`src/design/dlfr_pkg.sv`:
```
// dlfr_pkg: shared types and constants for the delay line frame receiver
// no dependencies; used by dlfr_core and delay_line_frame_receiver

package dlfr_pkg;

    localparam int FRAME_BYTES  = 7;
    localparam int HOLD_BYTES   = FRAME_BYTES - 1;
    localparam int FILL_W       = 3;

    localparam logic [7:0] START_BYTE   = 8'hFC;
    localparam logic [7:0] END_BYTE     = 8'hFE;
    localparam logic [7:0] CMD_POSITION = 8'hAA;

    localparam logic REG_DEVICE_ID = 1'b0;
    localparam logic REG_STABLE_TH = 1'b1;

    localparam logic [7:0] DEVICE_ID_RST = 8'd1;
    localparam logic [7:0] STABLE_TH_RST = 8'd3;
    localparam logic [7:0] STABLE_MAX    = 8'hFF;

    localparam int RESULT_W = 62;
    localparam int TDATA_W  = 64;

    // last field in the lowest bits
    typedef struct packed {
        logic        move_done;
        logic        moving;
        logic [23:0] position;
        logic        position_valid;
        logic [23:0] payload;
        logic [7:0]  command;
        logic        dropped_byte;
        logic        id_mismatch;
        logic        frame_taken;
    } result_t;

endpackage

```
`src/design/dlfr_core.sv`:
```
// dlfr_core: byte window, frame delimiting, id match and motion tracking
// depends on dlfr_pkg

module dlfr_core (
    input  logic                   aclk,
    input  logic                   aresetn,
    input  logic                   cfg_wr_en,
    input  logic                   cfg_addr,
    input  logic [7:0]             cfg_wdata,
    input  logic                   byte_en,
    input  logic [7:0]             rx_byte,
    output dlfr_pkg::result_t      result
);

    logic [7:0]                    wnd_reg [dlfr_pkg::HOLD_BYTES];
    logic [dlfr_pkg::FILL_W-1:0]   fill_reg;
    logic [23:0]                   position_reg;
    logic [7:0]                    stable_reg;
    logic                          moving_reg;
    logic [7:0]                    device_id_reg;
    logic [7:0]                    stable_th_reg;

    logic        full;
    logic        framed;
    logic        id_ok;
    logic [7:0]  cmd;
    logic [23:0] data;
    logic        pos_upd;
    logic        same;
    logic [7:0]  stable_inc;
    logic        done;
    logic [7:0]  stable_next;
    logic        moving_next;

    always_comb begin
        full        = fill_reg == dlfr_pkg::FILL_W'(dlfr_pkg::HOLD_BYTES);
        framed      = full && (wnd_reg[0] == dlfr_pkg::START_BYTE)
                      && (rx_byte == dlfr_pkg::END_BYTE);
        id_ok       = wnd_reg[1] == device_id_reg;
        cmd         = wnd_reg[2];
        data        = {wnd_reg[3], wnd_reg[4], wnd_reg[5]};
        pos_upd     = framed && id_ok && (cmd == dlfr_pkg::CMD_POSITION);
        same        = data == position_reg;
        stable_inc  = (stable_reg == dlfr_pkg::STABLE_MAX) ? stable_reg : stable_reg + 8'd1;
        done        = pos_upd && same && moving_reg && (stable_inc >= stable_th_reg);
        stable_next = stable_reg;
        moving_next = moving_reg;
        if (pos_upd) begin
            if (same) begin
                stable_next = stable_inc;
                if (done) begin
                    moving_next = 1'b0;
                end
            end else begin
                stable_next = 8'd0;
                moving_next = 1'b1;
            end
        end

        result.frame_taken    = framed && id_ok;
        result.id_mismatch    = framed && !id_ok;
        result.dropped_byte   = full && !framed;
        result.command        = framed ? cmd : 8'd0;
        result.payload        = framed ? data : 24'd0;
        result.position_valid = pos_upd;
        result.position       = pos_upd ? data : position_reg;
        result.moving         = moving_next;
        result.move_done      = done;
    end

    always_ff @(posedge aclk) begin
        if (!aresetn) begin
            device_id_reg <= dlfr_pkg::DEVICE_ID_RST;
            stable_th_reg <= dlfr_pkg::STABLE_TH_RST;
        end else if (cfg_wr_en) begin
            unique case (cfg_addr)
                dlfr_pkg::REG_DEVICE_ID: device_id_reg <= cfg_wdata;
                dlfr_pkg::REG_STABLE_TH: stable_th_reg <= cfg_wdata;
                default: ;
            endcase
        end
    end

    always_ff @(posedge aclk) begin
        if (!aresetn) begin
            fill_reg     <= '0;
            position_reg <= '0;
            stable_reg   <= '0;
            moving_reg   <= 1'b0;
        end else if (byte_en) begin
            position_reg <= result.position;
            stable_reg   <= stable_next;
            moving_reg   <= moving_next;
            if (!full) begin
                fill_reg <= fill_reg + 1'b1;
            end else if (framed) begin
                fill_reg <= '0;
            end
        end
    end

    // window payload, no reset
    always_ff @(posedge aclk) begin
        if (byte_en) begin
            if (!full) begin
                wnd_reg[fill_reg] <= rx_byte;
            end else if (!framed) begin
                for (int i = 0; i < dlfr_pkg::HOLD_BYTES - 1; i++) begin
                    wnd_reg[i] <= wnd_reg[i+1];
                end
                wnd_reg[dlfr_pkg::HOLD_BYTES-1] <= rx_byte;
            end
        end
    end

endmodule

```
`src/design/delay_line_frame_receiver.sv`:
```
// delay_line_frame_receiver: top level, stream ports and output skid buffer
// depends on dlfr_pkg and dlfr_core
// each result is registered in out_reg, or first in skid_reg when the output stalls
// throughput: one item per cycle while s_tready is high; one result per input item
// a two-entry output (register plus skid) keeps s_tready high while one result waits
// reset: synchronous active-low aresetn clears window fill, position, motion state
// and the registers to device id 1 and settle limit 3

module delay_line_frame_receiver (
    input  logic                         aclk,
    input  logic                         aresetn,
    input  logic                         cfg_wr_en,
    input  logic                         cfg_addr,
    input  logic [7:0]                   cfg_wdata,
    input  logic                         s_tvalid,
    output logic                         s_tready,
    input  logic [7:0]                   s_tdata,   // rx_byte
    output logic                         m_tvalid,
    input  logic                         m_tready,
    // frame_taken, id_mismatch, dropped_byte, command[7:0], payload[23:0],
    // position_valid, position[23:0], moving, move_done, zero fill
    output logic [dlfr_pkg::TDATA_W-1:0] m_tdata
);

    logic               accept;
    dlfr_pkg::result_t  res;
    dlfr_pkg::result_t  out_reg;
    dlfr_pkg::result_t  skid_reg;
    logic               out_valid_reg;
    logic               skid_valid_reg;
    logic               drain;

    assign s_tready = !skid_valid_reg;
    assign accept   = s_tvalid && s_tready;
    assign drain    = m_tready || !out_valid_reg;

    dlfr_core u_core (
        .aclk      (aclk),
        .aresetn   (aresetn),
        .cfg_wr_en (cfg_wr_en),
        .cfg_addr  (cfg_addr),
        .cfg_wdata (cfg_wdata),
        .byte_en   (accept),
        .rx_byte   (s_tdata),
        .result    (res)
    );

    always_ff @(posedge aclk) begin
        if (!aresetn) begin
            out_valid_reg  <= 1'b0;
            skid_valid_reg <= 1'b0;
        end else if (drain) begin
            if (skid_valid_reg) begin
                out_valid_reg  <= 1'b1;
                skid_valid_reg <= 1'b0;
            end else begin
                out_valid_reg  <= accept;
            end
        end else if (accept) begin
            skid_valid_reg <= 1'b1;
        end
    end

    always_ff @(posedge aclk) begin
        if (drain) begin
            if (skid_valid_reg) begin
                out_reg <= skid_reg;
            end else if (accept) begin
                out_reg <= res;
            end
        end else if (accept) begin
            skid_reg <= res;
        end
    end

    assign m_tvalid = out_valid_reg;
    assign m_tdata  = {(dlfr_pkg::TDATA_W - dlfr_pkg::RESULT_W)'(0), out_reg};

endmodule

```
`config.mk`:
```
export PLATFORM = sky130hd
export DESIGN_NAME = delay_line_frame_receiver
export DESIGN_NICKNAME = d
export VERILOG_FILES = /design/src/design/dlfr_pkg.sv /design/src/design/dlfr_core.sv /design/src/design/delay_line_frame_receiver.sv
export SDC_FILE = /design/constraint.sdc
export NUM_CORES = 1
export LEC_CHECK = 0
export ABC_CLOCK_PERIOD_IN_PS = 5600
export BUFFER_PORTS_ARGS = -buffer_cell sky130_fd_sc_hd__buf_2
export CAP_MARGIN = 25
export CORE_MARGIN = 1
export CORE_UTILIZATION = 30
export CTS_CLUSTER_DIAMETER = 30
export DETAILED_ROUTE_END_ITERATION = 8
export GPL_ROUTABILITY_DRIVEN = 0
export GPL_TIMING_DRIVEN = 0
export PLACE_DENSITY = 0.44
export SYNTH_ARGS = -nofsm -noshare
export SYNTH_HDL_FRONTEND = slang
export SYNTH_SLANG_ARGS = --single-unit
```
`constraint.sdc`:
```
create_clock -name aclk -period 5.6 [get_ports aclk]
set_clock_uncertainty 0.05 [all_clocks]
set_input_delay 0.56 -clock aclk [delete_from_list [all_inputs] [get_ports aclk]]
set_output_delay 0.56 -clock aclk [all_outputs]
set_load 0.05 [all_outputs]
```
# Yosys cells after proc, flatten, opt, wreduce, memory -nomap -nowiden
# Memories as Yosys holds them, arrays and structs flattened.
# Cells that the tools add are included.
dict set report word_totals {
  ff_bits 178
  ram_bits 48
  input_bits 22
  output_inout_bits 66
  memories 1
}
# name depth width read_ports rd_clocked_by_memory_dff write_ports line_no
set memory_table {}
lappend memory_table {u_core.wnd_reg 6 8 6 0 6 dlfr_core.sv:15} ;# logic [7:0] wnd_reg [dlfr_pkg::HOLD_BYTES];
dict set report classes {
  add_sub_neg 2
  order_cmp 1
  eq_ne 8
  muxes 23
  bitwise 3
  reduce_logical 24
}
# op n
set ops {}
lappend ops {{62-bit two-way mux} 2}
lappend ops {{24-bit two-way mux} 2}
lappend ops {{8-bit == test, second input constant} 4}
lappend ops {{8-bit two-way mux} 4}
lappend ops {{24-bit == test} 1}
lappend ops {{1-bit two-way mux} 12}
lappend ops {{2-bit AND reduction} 6}
lappend ops {{1-bit logical AND} 10}
lappend ops {{3-bit two-way mux} 3}
lappend ops {{8-bit by 1-bit adder with 8-bit output, second input constant} 1}
lappend ops {{8-bit == test} 1}
lappend ops {{8-bit greater-or-equal comparator} 1}
lappend ops {{8-bit OR reduction} 1}
lappend ops {{1-bit zero test} 4}
lappend ops {{3-bit by 1-bit adder with 3-bit output, second input constant} 1}
lappend ops {{3-bit == test, second input constant} 1}
lappend ops {{1-bit inverter} 3}
lappend ops {{2-bit inequality test, second input constant} 1}
lappend ops {{2-bit nonzero test} 1}
lappend ops {{2-bit OR reduction} 1}
lappend ops {{1-bit logical OR} 1}

# Depth between registers and ports, before layout
# An unclocked memory read counts as a cell.
dict set report logic_depth {
  ltp_word 14
  depth_mapped 12
  ltp_nobuf 12
}

# Cells and area by module
# From an unflattened synthesis, not the netlist that was laid out.
dict set report unflattened {
  cells_unflattened 750
  area_unflattened_um2 9873.2
}
# module n_inst cells_per_inst area_each_um2
set modules_own_cells {}
lappend modules_own_cells {dlfr_core 1 544 5281.3}
lappend modules_own_cells {delay_line_frame_receiver 1 206 4591.9}

# Worst setup path after synthesis
# No wires, ideal clock.
dict set report synth_path {
  path_kind {register to register}
  start {reg out_valid_reg (netlist: m_tvalid)}
  end {reg skid_reg[0] (netlist name) (enable)}
  t_arrival_ns 3.413
  t_required_ns 5.068
  path_slack_ns 1.655
  path_stages_with_launch 3
  n_path_buf 0
  path_cell_list {dfxtp_1 nand2b_1 nor2_1}
}
dict set report synth_via {
  elab_chain_cells 4
}
# element line_no
set synth_rtl {}
lappend synth_rtl {{from (decl)} delay_line_frame_receiver.sv:29} ;# logic out_valid_reg;
lappend synth_rtl {{from (signal assigned)} delay_line_frame_receiver.sv:57} ;# out_valid_reg <= accept;
lappend synth_rtl {{1-bit zero test} delay_line_frame_receiver.sv:35} ;# assign drain = m_tready || !out_valid_reg;
lappend synth_rtl {{1-bit logical OR} delay_line_frame_receiver.sv:35}
lappend synth_rtl {{1-bit inverter (no line)} n/a}
lappend synth_rtl {{2-bit AND reduction (no line)} n/a}
lappend synth_rtl {{to (signal assigned)} delay_line_frame_receiver.sv:72} ;# skid_reg <= res;
lappend synth_rtl {{to (decl)} delay_line_frame_receiver.sv:28} ;# dlfr_pkg::result_t skid_reg;
# No other way between the ends.
# A chain may end at the register's enable or synchronous reset.

==> impl_results.md <==
* Resized cells post-CTS at 0
* Drt drc at 0
* Total routed wirelength at 24.8 mm
* Vias at 6307
* Fmax at around 0.30 GHz
* Yosys synthesis warning count at 0
* CTS H-Tree Depth at 2
* DP Worst Slack at 2250 ps
* Worst min path class: input port to flop
* Post-synth EDFFs at 172
* Clock sink count at between 200 and 250
* Core area at 0.0325 mm^2
* Area delta synth->final at 32.7%
* Synth Register Bits at 226
* CP arrival at about 3600 ps
* HPWL after detailed placement at between 15 and 20 mm
* Reg-to-Reg End: m_tdata[61]
* NumNets Final at 927
* Share of synthesized registers carrying an async set or reset at 0%
* Gr usage total at between 15 and 20%
* Register Area at 0.00625 mm^2
* Final slew viol count at 0
* Clock Pin Slew Worst Setup and Hold Paths at 50 ps
* Worst path depth at 12
* Power Density at ~430 mW/mm^2
* DP Area at approximately 0.011 mm^2
* Reg2Reg Setup Slack at 2280 ps
* Filler cells at about 3100
* Largest net degree at the start of global routing at 52
* R2r startpoint: u_core.stable_reg[0]
* Hold Path Depth at 1
* Boundary Pins at a little under 90
* First-pass GRT wire length at 38.7 mm
* Syn Std Cell Area at 0.00994 mm^2
* Crit path time final at 3320 ps
* Max VDD drop at 0.251 mV
* 1st-iter DRT viols at 418
* WHS Endpoint: u_core.wnd_reg[5][6]
* Critical Path RT at 5850 ps
* Crit-path leading delay family: simple AND/OR/NAND/NOR gates
* Max Root-Sink Buffers at 3
* Vias/cell at 4.53
* Hold_buf cts at 0
* Routed wire per std cell at approximately 18 um
* Die Wd at 184 um
* RSZ-0062 raised after global routing: no
* Slowest cell on crit path: dfxtp_1
* Critical path, cell by cell: ha_1, and4_1, nand4_1, nand3_1, o21a_1, ha_1, a21oi_1, o21ai_0, a31oi_1, o21ai_0, and4_1, mux2_2
* Vias in the first global route at 6537
* Period utilisation layout at 59.3%
* # rows at 66
* MaxCap Viol Count at 0
* Total buffers and inverters traversed by the critical path at 0
* Die ar. at 0.0339 mm^2
* Sequential-to-total area share from yosys stat at roughly 63%
* Final hold violations at 0
* Chip Height at ~180 um
* Hold path startpoint: s_tdata[6]
* Top FF cell, synth: edfxtp_1
* Mapped Cells at approximately 740
* Setup bufs post-CTS at 0
* Layout cells sized above 1 at 32.9%
* Multi-input logic area at 0.00349 mm^2
* Unique masters post-synth at 55
* DRT Pass-1 Iters at 4
* Starting density of the core at between 30 and 40%
* Setup TNS at 0 ps
* Design area at 0.0132 mm^2
* Avg Cell Area, Syn at around 13 um^2
* Max-Slew Margin vs Limit at 41.3%
* Crit Path Category: flop to flop
* Crit path launch type: flop
* Final worst slack at 2280 ps
* TritonCTS buffer count at 59
* Slew of the pin with the lowest slew margin at between 800 and 900 ps
* CTS tree: done
* Pleak at 5.42 nW
* Antenna Violating Nets Remaining at 0
* Worst skew pair latency at 560 ps
* Status: finished clean
* Crit end category: flop
* Final setup vio count at 0
* Buffers on Ports at 85
* CP peak stage delay at 430 ps
* Grt total ovfl at 0
* Path depth of the worst reg2reg path at 12
* Number of antenna violations at the first check in global routing at 2
* CTS root buffer: clkbuf_16
* CP Max Fanout at 7
==> worst register-to-register path, delay by kind of cell, from the launching register on <==
family,cells,cell delay [ps]
AND/OR/NAND/NOR,4,1010
flip-flops,1,430
AO/OA/AOI/OAI,5,760
multiplexers,1,270
adder cells (fa/ha/maj),2,550
==> area by class of cell <==
| type | count | share of cell area [%] |
|---|---|---|
| flip-flops and latches | 226 | 47.3 |
| multi-input cells | 467 | 26.5 |
| clock buffers | 72 | 12.2 |
| well taps | 442 | 4.19 |
| clock inverters | 40 | 3.99 |
| repair buffers | 91 | 3.94 |
| plain buffers | 42 | 1.52 |
| inverters | 9 | 0.256 |
| diodes | 2 | 0.0379 |
==> synthesized netlist by cell type (all sizes together), types with 2 or more instances <==
cell type / count / area, um^2
clkbuf: 26 / 97.6
and3: 35 / 219
nand2: 103 / 387
xnor2: 10 / 87.6
nand4: 10 / 77.6
a21oi: 8 / 40.0
or2: 2 / 12.5
dfxtp: 54 / 1080
and4: 5 / 43.8
o211ai: 2 / 15.0
nor3b: 2 / 20.0
mux2i: 2 / 20.0
nor4: 6 / 67.6
nand3: 13 / 65.1
inv: 9 / 33.8
ha: 9 / 113
nor3: 5 / 41.3
o21a: 2 / 15.0
nand2b: 5 / 31.3
a21boi: 42 / 315
buf: 16 / 103
and4bb: 2 / 25.0
nand3b: 3 / 26.3
and2: 5 / 31.3
a21o: 43 / 323
edfxtp: 172 / 5160
nor2: 8 / 37.5
o21ai: 13 / 65.1
xor2: 24 / 210
mux2: 83 / 1000
nor2b: 13 / 81.3
a31oi: 2 / 12.5
==> worst max-delay path by stage <==
stage	start	endpoint
after detailed placement	u_core.stable_reg[0]	m_tdata[61]
after floorplan	m_tvalid	skid_reg[0]
after CTS	u_core.stable_reg[0]	m_tdata[61]
after global placement	skid_valid_reg	skid_reg[34]
after global routing	u_core.stable_reg[0]	m_tdata[61]
final	u_core.stable_reg[0]	m_tdata[61]
==> cell families (layout without fill, tap and decap cells) <==
kind of cell / Yosys count / count (layout) / share of synthesized area (%)
adders and majority gates: 9 / 9 / 1.13
buffers and inverters: 51 / 254 / 2.35
muxes: 85 / 85 / 10.3
xor gates and xnor gates: 34 / 34 / 2.99
other: 1 / 4 / 0.0377
DFF: 226 / 226 / 62.8
and+or+nand+nor: 221 / 221 / 12.1
AOI/OAI and AO/OA: 116 / 116 / 8.29
==> metrics by stage <==
step / util, % / power [mW] / hold WS [ps] / cells
floorplan: - / 2.07 / 393 / 744
global placement: 33.6 / 2.15 / 407 / 1271
detailed placement: 34.0 / 2.15 / 409 / 1277
CTS: 40.5 / 5.75 / 147 / 1389
global route: 40.5 / 5.86 / 156 / 1389
finish: 40.6 / 5.68 / 174 / 1391
==> placed cells by master (no fill, tap or decap), types with 13 or more instances in the layout <==
cell,instances
nand3_1,13
edfxtp_1,172
clkbuf_16,60
buf_2,96
mux2_4,18
clkbuf_1,31
xor2_1,24
a21boi_0,35
nor2b_1,13
a21o_1,43
mux2_2,65
nand2_1,103
o21ai_0,13
and3_1,35
dfxtp_1,54
==> per-layer routing <==
layer	share of wire, %	global-route usage, %
met5	0	0
met4	2.5	5.87
met3	4.6	3.27
met2	49	25.2
met1	44	19.0
==> power by group <==
group | switching [mW] | leakage [nW] | internal (mW)
clock | 1.05 | 1.03 | 2.50
combinational | 0.183 | 2.30 | 0.0660
sequential | 0.0155 | 2.10 | 1.85
Power figures use the tool's default switching activity.
